$ cat src/rtl/core/itcnm_pkg.sv
// Shared types and constants for the inverse tone curve nearest-match block.
`default_nettype none
package itcnm_pkg;

  localparam int VALUE_W = 18;  // curve entry width, signed
  localparam int IDX_W   = 8;   // table index width
  localparam int CHAN_W  = 2;   // channel field width
  localparam int PIX_W   = 8;   // pixel sample width
  localparam int SAMPLE_SHIFT = 8;  // sample/256

  typedef enum logic {
    REQ_WRITE = 1'b0,
    REQ_MAP   = 1'b1
  } itcnm_req_t;

  // Control travelling with a pixel search down the chain
  typedef struct packed {
    logic              valid;
    logic              chan_ok;
    logic [CHAN_W-1:0] chan;
  } itcnm_ctl_t;

endpackage
`default_nettype wire

$ cat src/rtl/core/itcnm_cell.sv
// One compare cell: holds one table position for every channel and updates the running best match.
`default_nettype none
module itcnm_cell #(
  parameter int CHANNELS = 3,
  parameter int IDX      = 0,
  parameter int TARGET_W = 16,
  parameter int DIFF_W   = 19
) (
  input  wire                                 clk,
  input  wire                                 rst_n,
  input  wire                                 adv,
  input  wire                                 wr_en,
  input  wire         [itcnm_pkg::CHAN_W-1:0]  wr_chan,
  input  wire         [itcnm_pkg::IDX_W-1:0]   wr_index,
  input  wire signed  [itcnm_pkg::VALUE_W-1:0] wr_value,
  input  itcnm_pkg::itcnm_ctl_t                ctl_i,
  input  wire         [TARGET_W-1:0]           target_i,
  input  wire         [DIFF_W-2:0]             best_i,
  input  wire         [itcnm_pkg::IDX_W-1:0]   idx_i,
  output itcnm_pkg::itcnm_ctl_t                ctl_o,
  output logic        [TARGET_W-1:0]           target_o,
  output logic        [DIFF_W-2:0]             best_o,
  output logic        [itcnm_pkg::IDX_W-1:0]   idx_o
);
  import itcnm_pkg::*;

  localparam int CH_W  = (CHANNELS > 1) ? $clog2(CHANNELS) : 1;
  localparam int ABS_W = DIFF_W - 1;

  logic signed [VALUE_W-1:0] val_r [CHANNELS];
  logic signed [VALUE_W-1:0] sel;
  logic signed [DIFF_W-1:0]  diff;
  logic        [ABS_W-1:0]   absd;
  logic                      take;

  itcnm_ctl_t        ctl_r;
  logic [TARGET_W-1:0] target_r;
  logic [ABS_W-1:0]    best_r;
  logic [IDX_W-1:0]    idx_r;

  // Table storage; write only this cell's position
  always_ff @(posedge clk) begin
    if (wr_en && (wr_index == IDX_W'(IDX))) begin
      val_r[wr_chan[CH_W-1:0]] <= wr_value;
    end
  end

  always_comb begin
    sel  = val_r[ctl_i.chan[CH_W-1:0]];
    diff = DIFF_W'(sel) - DIFF_W'($signed({1'b0, target_i}));
    absd = diff[DIFF_W-1] ? ABS_W'(-diff) : ABS_W'(diff);
    // First cell seeds the best for any valid channel; later cells need a strictly smaller distance
    if (IDX == 0) begin
      take = ctl_i.chan_ok;
    end else begin
      take = ctl_i.chan_ok && (absd < best_i);
    end
  end

  always_ff @(posedge clk) begin
    if (!rst_n) begin
      ctl_r <= '0;
    end else if (adv) begin
      ctl_r <= ctl_i;
    end
  end

  always_ff @(posedge clk) begin
    if (adv) begin
      target_r <= target_i;
      best_r   <= take ? absd : best_i;
      idx_r    <= take ? IDX_W'(IDX) : idx_i;
    end
  end

  assign ctl_o    = ctl_r;
  assign target_o = target_r;
  assign best_o   = best_r;
  assign idx_o    = idx_r;

endmodule
`default_nettype wire

$ cat config.mk
export PLATFORM = sky130hd
export DESIGN_NAME = itcnm_cell
export DESIGN_NICKNAME = d
export VERILOG_FILES = /design/src/rtl/core/itcnm_pkg.sv /design/src/rtl/core/itcnm_cell.sv
export SDC_FILE = /design/constraint.sdc
export NUM_CORES = 1
export LEC_CHECK = 0
export ABC_CLOCK_PERIOD_IN_PS = 9900
export BUFFER_PORTS_ARGS = -buffer_cell sky130_fd_sc_hd__buf_2
export CAP_MARGIN = 25
export CORE_MARGIN = 2
export CORE_UTILIZATION = 50
export CTS_BUF_LIST = sky130_fd_sc_hd__clkbuf_4 sky130_fd_sc_hd__clkbuf_8
export CTS_CLUSTER_SIZE = 8
export DETAILED_ROUTE_END_ITERATION = 8
export GPL_TIMING_DRIVEN = 0
export PLACE_DENSITY_LB_ADDON = 0.15
export SYNTH_ARGS = -nofsm -noshare
export SYNTH_HDL_FRONTEND = slang
export SYNTH_SLANG_ARGS = --single-unit
$ cat constraint.sdc
create_clock -name clk -period 9.9 [get_ports clk]
set_input_delay 1.98 -clock clk [delete_from_list [all_inputs] [get_ports clk]]
set_output_delay 1.98 -clock clk [all_outputs]
set_load 0.02 [all_outputs]
**Word level (Yosys, flattened, before mapping)**

Memory sizes are Yosys's and may differ from the RTL's.
Index checks and enable logic that the tools add are counted.

- Memories: 1
- Bits in writable memories: 54
- Bits in registers: 46
- Output and inout bits: 46

- Multiplexer cells: 4
- Reduce and logical (&&, ||, !) cells: 2
- Add/subtract/negate cells: 2

Memories:

| memory | depth | bits a word | read ports | clocked after memory_dff | wr ports | line | source |
|---|---|---|---|---|---|---|---|
| val_r | 3 | 18 | 1 | 0 | 1 | itcnm_cell.sv:30 | `logic signed [VALUE_W-1:0] val_r [CHANNELS];` |

Operators with widths:

| operator | count |
|---|---|
| $mux 18 | 2 |
| $sub 18x17->19 | 1 |
| $neg 18->18 | 1 |
| $logic_not 8->1 | 1 |
| $mux 1 | 2 |
| $logic_and 1x1->1 | 1 |

**Logic depth before layout (Yosys ltp)**

Gate-level depths: netlist of run 1.
An unclocked memory read counts as a cell.

- Depth in word-level cells: 5
- Gate-level depth with buffers: 15

**Worst setup path before layout of run 1**

Ideal clock, no wire load.

- Kind: input to register
- Start point: input port ctl_i[0] (netlist bit)
- End point: register best_r[16] (netlist: best_o[16]) (data pin)
- Arrival time: 5.622 ns
- Data required time: 9.637 ns
- Path slack: 4.014 ns
- Stages on the path: 14
- Path through: clkbuf_1 -> buf_1 -> mux2i_1 -> o21ai_0 -> ha_1 -> clkbuf_1 -> a21o_1 -> or2_1 -> o21a_1 -> o211ai_1 -> a31oi_2 -> a2111o_1 -> o31a_1 -> a2111o_1

- Word-level cells in the longest chain between the ends: 5

Ends and longest elaborated chain:

| what | line | source |
|---|---|---|
| start: declaration | itcnm_cell.sv:16 | `input itcnm_pkg::itcnm_ctl_t ctl_i,` |
| $mem_v2 3x18 (*) | n/a |  |
| $sub 18x17->19 (*) | itcnm_cell.sv:50 | `diff = DIFF_W'(sel) - DIFF_W'($signed({1'b0, target_i}));` |
| $neg 18->18 | itcnm_cell.sv:51 | `absd = diff[DIFF_W-1] ? ABS_W'(-diff) : ABS_W'(diff);` |
| $mux 18 (*) | itcnm_cell.sv:51 |  |
| $mux 18 (*) | itcnm_cell.sv:71 | `best_r <= take ? absd : best_i;` |
| end signal: assignment | itcnm_cell.sv:71 |  |
| end: declaration | itcnm_cell.sv:38 | `logic [ABS_W-1:0] best_r;` |

Mark *: on every way between the ends. The rest lies on a longest branch, timed or not.
A chain may end at the register's enable or synchronous reset.

**Final worst setup path of run 1**

- Start point: input port ctl_i[0] (netlist bit)
- End point: register best_r[3] (netlist: best_o[3]) (data pin)

Same word-level chain as after synthesis.

==> impl_results.md, run 1 <==
- Number of synthesized register bits: 100
- CTS root buf: clkbuf_8
- Avg Inst Size Synth: 11.69 um^2
- Fmax: 157.8 MHz
- WS Path Type: input pin to register
- Initial antenna violation count: 0
- Pre-CTS setup slack: around 3200 ps
- Number of hold violations in the final report: 0
- Post-synthesis sequential area ratio: 0.5658
- Gpl congestion: 0.8193
- Outcome: finished clean
- Core area: between 10000 and 15000 um^2
- Routed len/inst: 15.44 um
- Die Span X: 106.3 um
- Clock sink count: 100
- Max-slew headroom: 0.3356
- Share of layout cells above drive strength 1: 0.2675
- Total gr overflow: 0
- Largest cells by area after synthesis: edfxtp_1, mux2i_1, ha_1, nand2_1, a21oi_1
- Slew @ Worst Pin: 996.6 ps
- Post-Syn Nets: 544
- Worst EP arrival: 6460 ps
- Post-Synth Simple-Gate Area: 0.1312
- GRT Total Usage: 0.2029
- Final worst-path cycle share: 0.6400
- Number of warnings issued by yosys: 0
- Final Max Tran Viols: 0
- XOR/XNOR share of the synthesized area: 0.03178
- Hold WC Path Type: register to register
- Row count: 37
- Post-route ant nets: 0
- Hpwl dp: 8.521 mm
- Total Wirelength: between 10 and 15 mm
- Maximum vdd drop: 0.00009797 V
- Vias in the first global route: 3707
- Post-Syn Area: 5236 um^2
- Number of library cell types mapped by synthesis: 62
- Largest area contributor in the netlist: edfxtp_1
- Register-to-register path setup slack: 5830 ps
- Clk_skew: 13.46 ps
- TNS Setup: 0 ps
- Mux cell area share after synthesis: 0.04970
- CTS-repair resized insts: 0
- Post-CTS Hold Buffers: 0
- Ys async rst share: 0
- Nets: 679
- Main combinational cell family by area after synthesis: compound AO/OA/AOI/OAI gates
- Vias: 3909
- Slowest Stage Delay on Critical Path: roughly 640 ps
- Max clock buf depth: 2
- Vias per cell: roughly 5.4
- Largest net degree at the start of global routing: between 40 and 50
- Full die area: 11310 um^2
- Drt pass-1 iters: 4
- Setup WS post-layout: between 3000 and 4000 ps
- Slowest CP cell: buf_1
- Die Y: about 110 um
- Clock H-tree levels: 3
- RSZ-0062 raised after global routing: no
- Leakage: 2.543 nW
- Maxcap violations: 0
- PwrDens: 152.0 nW/um^2
- Num CTS Buffers: 9
- Starting Density: 0.5118
- Post-route DRC: 0
- Fillers: 884
- Worst Path Required: 10020 ps
- P&R area growth vs syn: 19.47%
- Clock Latency Late Sink: between 300 and 400 ps
- Worst Setup End Kind: register
- Post CTS Setup Buffer Count: 0
- Initial DRC Count: 214
- PortBufs: 121
- # IOs: around 120
- Critical-path maximum fanout: 10
- Antenna cell count: 0
- Synth Area in Adders: 0.04444
- Reg clk slew, reported paths: around 90 ps
- Synth Area in Compound Gates: 0.1455
- Worst path cell trace: clkbuf_1 > buf_1 > mux2i_1 > o21ai_0 > ha_1 > clkbuf_1 > a21oi_1 > a21oi_1 > a31oi_1 > a21o_1 > a21boi_0 > clkbuf_1 > nor2_1 > xnor2_1 > a21oi_1
- CTS tree: yes
- Syn Inst Count: 448
- Post-synth EDFFs: 96
- Worst setup SP type: input pin
- Main synth FF type: edfxtp_1
- Minimum clock period: 6336 ps
- Synth top area share: 0.5505
- Final setup vio count: 0
- First-pass GRT wire length: approximately 18 mm
-- registers in the layout, summed over array words and instances (netlist names) --
register,cells
target_o,16
ctl_o,4
idx_o,8
val_r,54
best_o,18
-- report_power, final --
part / total (mW) / switching, mW / internal (mW)
logic: 0.201 / 0.124 / 0.0768
registers: 0.488 / 0.00358 / 0.484
clock network: 0.263 / 0.143 / 0.120
total: 0.951 / 0.271 / 0.680
-- metal layers --
metal  global-route usage  share of wire
met5                    0              0
met3              0.03556          0.056
met2               0.3352           0.47
met1               0.2655           0.45
met4              0.08271          0.018
-- through the flow --
step | util | std cells | instance area, um^2 | hold WS [ps] | power, mW
6_report | 0.6115 | 723 | 6256 | 539.0 | 0.9510
5_1_grt | 0.6115 | 723 | 6256 | 574.3 | 0.9928
4_1_cts | 0.6115 | 723 | 6256 | 544.6 | 0.9563
3_5_place_dp | 0.5928 | 708 | 6065 | 524.1 | 0.6976
3_3_place_gp | 0.5876 | 705 | 6012 | 493.9 | 0.6940
2_1_floorplan | - | 448 | 5236 | 589.3 | 0.6343
-- area by class of cell --
type	count	area (um^2)	area share
inverter	20	75.07	0.01200
clock inverter	5	60.06	0.009600
buffer	21	90.09	0.01440
timing repair buffer	124	643.1	0.1028
sequential	100	2963	0.4736
multi-input combinational	307	2123	0.3394
clock buffer	10	131.4	0.02100
tap	136	170.2	0.02720
-- cells by family after synthesis --
group,count (synthesis)
and+or+nand+nor,134
DFF,100
buffers and inverters,41
xor gates and xnor gates,19
muxes,26
AOI/OAI and AO/OA,110
adders and majority gates,18
-- cells in the final DEF (no fill, tap or decap), drive strengths merged, types with 11 or more instances in the layout --
cell type	instances
nor2	25
mux2i	26
ha	17
nor2b	13
nand2	40
a21oi	28
inv	22
edfxtp	96
buf	128
nand3	11
clkbuf	27
o21ai	24
-- worst max-delay path: cells and delay by family --
kind | cells | cell delay [ps]
muxes | 1 | 250
AOI/OAI and AO/OA | 7 | 1690
xor gates and xnor gates | 1 | 160
adders and majority gates | 1 | 310
buffers and inverters | 4 | 1950
and+or+nand+nor | 1 | 110
-- cell usage after synthesis, drive strengths merged, types with 2 or more instances --
cell type / instances
nand3: 11
a2111oi: 2
dfxtp: 4
edfxtp: 96
nand2: 40
xnor2: 9
o211a: 2
o31ai: 3
o31a: 2
a221oi: 3
a2111o: 5
and2: 3
inv: 20
nor4: 4
mux2i: 26
nor3: 10
nor3b: 3
ha: 17
or2: 2
o311ai: 2
a21oi: 28
buf: 4
clkbuf: 17
nor2: 25
a21o: 6
nand3b: 2
nor2b: 13
o21ai: 24
and3: 5
a211oi: 4
nand2b: 4
o211ai: 7
nand4: 5
o21a: 6
nand4b: 3
a31oi: 6
o2111ai: 4
xor2: 10
-- worst paths after layout --
kind / startpoint / end / cells after the start
max: ctl_i[0] / best_o[3] / 15
min: ctl_o[1] / ctl_o[1] / 2
max reg2reg: val_r[1][0] / best_o[3] / 14
min reg2reg: ctl_o[1] / ctl_o[1] / 2
No activity file was read; power rests on OpenSTA's default activity.
==> run 2: changes to the inputs <==
Settings changed: ABC_AREA set to 1, ABC_CLOCK_PERIOD_IN_PS 9900 to 6200.
Clock period 9.9 ns to 6.2 ns, I/O delays scaled along.
==> impl_results.md, run 2 <==
- Finished Cell Area: 6523 um^2
- Num CTS Buffers: 9
- Met2 WL: 5.570 mm
- Max reg flops: 54
- Total Wirelength: 11.47 mm
- Worst Setup End Kind: register
- PwrDens: between 200 and 250 nW/um^2
- Clock H-tree levels: 3
- Total gr overflow: 0
- GRT Total Usage: 0.2061
- Initial DRC Count: ~150
- Nets: 847
- Post CTS Setup Buffer Count: 0
- Post-route DRC: 0
- Critical Path Start: ctl_i[1]
- Die Span X: 108.4 um
- # IOs: 124
- CTS-repair resized insts: 0
- Max clock buf depth: 2
- Number of hold violations in the final report: 0
- Worst Path Required: 6340 ps
- Drt pass-1 iters: 4
- Ys async rst share: 0
- Top Layer Used: met4
- Avg Inst Size Synth: between 8 and 9 um^2
- Placed Area: 6271 um^2
- Clk_skew: 13.08 ps
- TNS Setup: 0 ps
- WS Path Type: input pin to register
- Number of synthesized register bits: 100
- Gpl congestion: ~0.8
- Outcome: finished clean
- Slew @ Worst Pin: slightly below 900 ps
- Total power: ~1.6 mW
- Post-route ant nets: 0
- Largest net degree at the start of global routing: slightly above 50
- Share of layout cells above drive strength 1: 0.2500
- R2R Path Start: val_r[1][0]
- Hold WC Path Type: register to register
- P&R area growth vs syn: 19.67%
- Post-Syn Nets: 711
- Largest cells by area after synthesis: edfxtp_1, nand2_1, inv_1, ha_1, a21oi_1
- Vias: 4363
- Leakage: 3.092 nW
- Worst setup SP type: input pin
- First-pass GRT wire length: 18.66 mm
- Vias in the first global route: 4047
- Clock sink count: 100
- Post-CTS Hold Buffers: 0
- Maxcap violations: 0
- Maximum vdd drop: 0.0001600 V
- Core area: 10750 um^2
- Row count: 38
- Main synth FF type: edfxtp_1
- Critical-path maximum fanout: 10
- Max-slew headroom: 0.4205
- Most frequent cells in the layout: nand2_1, buf_2, edfxtp_1, inv_1
- Vias per cell: between 4 and 5
- Number of library cell types mapped by synthesis: 36
- Worst EP arrival: roughly 4700 ps
- Post-synth EDFFs: 96
- PortBufs: 122
- Antenna cell count: 0
- Fmax: ~220 MHz
- Post-Syn Area: about 5500 um^2
- Syn Inst Count: 615
- Starting Density: 0.5072
- Full die area: 11750 um^2
- Hpwl dp: approximately 8.8 mm
- CTS tree: yes
- Largest area contributor in the netlist: edfxtp_1
- Fillers: between 900 and 1000
- Routed len/inst: ~13 um
- RSZ-0062 raised after global routing: no
- Commonest non-fill, non-tap cell in the layout: nand2_1
- DR WL met3: 473 um
- Clock Latency Late Sink: roughly 370 ps
- Count leader, synth: nand2_1
- CTS root buf: clkbuf_8
- Number of warnings issued by yosys: 0
- Final Max Tran Viols: 0
- Reg clk slew, reported paths: around 100 ps
- Minimum clock period: between 4000 and 5000 ps
- Post-synth top cells: nand2_1, edfxtp_1, inv_1
- Hold Crit Start: ctl_o[2]
- Met1 Routed Length: 5.306 mm
- Initial antenna violation count: 0
- Post-synthesis sequential area ratio: 0.5436
- Final setup vio count: 0
- Final worst-path cycle share: 0.7307
- Synth top area share: 0.5289
- Die Y: 108.4 um
run 2: cell count changes after synthesis, moves of 14 or more:
cell	before	now
mux2i_1	26	0
nand2_1	40	186
nand2_2	0	17
inv_1	20	89
nand3_1	11	35
a21oi_1	28	42
nor2_1	25	44
run 2: cell families (layout without fill, tap and decap cells):
kind of cell             count (synthesis)  in the layout  share of synthesized area
AND/OR/NAND/NOR                        317            317                     0.2599
XOR/XNOR                                 9              9                    0.01446
buffers and inverters                  107            248                    0.07714
flip-flops                             100            100                     0.5436
AO/OA/AOI/OAI                           64             64                    0.06221
adder cells (fa/ha/maj)                 18             18                    0.04270
run 2: path summary, 6_finish.rpt:
check                                  end  slack (ps)  depth (start not counted)
worst max-delay path            best_o[12]        1670                         19
worst min-delay path              ctl_o[2]         530                          2
worst max register to register  best_o[12]        3380                         17
worst min register to register    ctl_o[2]         530                          2
run 2: area by class of cell:
cell class / instances / area, um^2 / share of cell area
clock inverters: 7 / 107.6 / 0.01650
plain buffers: 11 / 60.06 / 0.009208
repair buffers: 125 / 660.6 / 0.1013
inverters: 96 / 360.3 / 0.05525
flip-flops and latches: 100 / 2963 / 0.4542
clock buffers: 9 / 123.9 / 0.01899
well taps: 140 / 175.2 / 0.02686
multi-input cells: 408 / 2072 / 0.3177
run 2: per-stage QoR:
step                setup slack [ps]  instances  hold slack [ps]    util
finish                          1670        896            528.3  0.6070
global placement                1318        877            504.3  0.5803
detailed placement              1231        879            524.1  0.5836
global route                    1294        896            554.3  0.6070
CTS                             1638        895            539.2  0.6051
floorplan                       2124        615            592.3       -
run 2: worst max-delay path, cell delays in order:
cell	delay, ps
buf_2	140
inv_1	140
clkbuf_1	400
buf_1	480
o21ai_0	270
ha_1	270
fa_1	540
ha_1	160
inv_1	50
a21oi_1	110
nand3_1	120
nor2_1	120
nand2_2	80
nor2_4	140
nand2_2	80
nand2_4	100
nand4_1	100
nand3_1	90
nand2_1	50
run 2: power breakdown:
part	internal, mW	switching, mW	leakage [nW]
logic	0.120	0.224	2.05
clock network	0.234	0.236	0.113
registers	0.772	0.00608	0.930
run 2: layer usage:
metal | vias to the layer above | GRT usage
met2 | 96 | 0.3625
met4 | 0 | 0.05311
met1 | 1976 | 0.2647
li1 | 2282 | -
met5 | - | 0
met3 | 9 | 0.03315
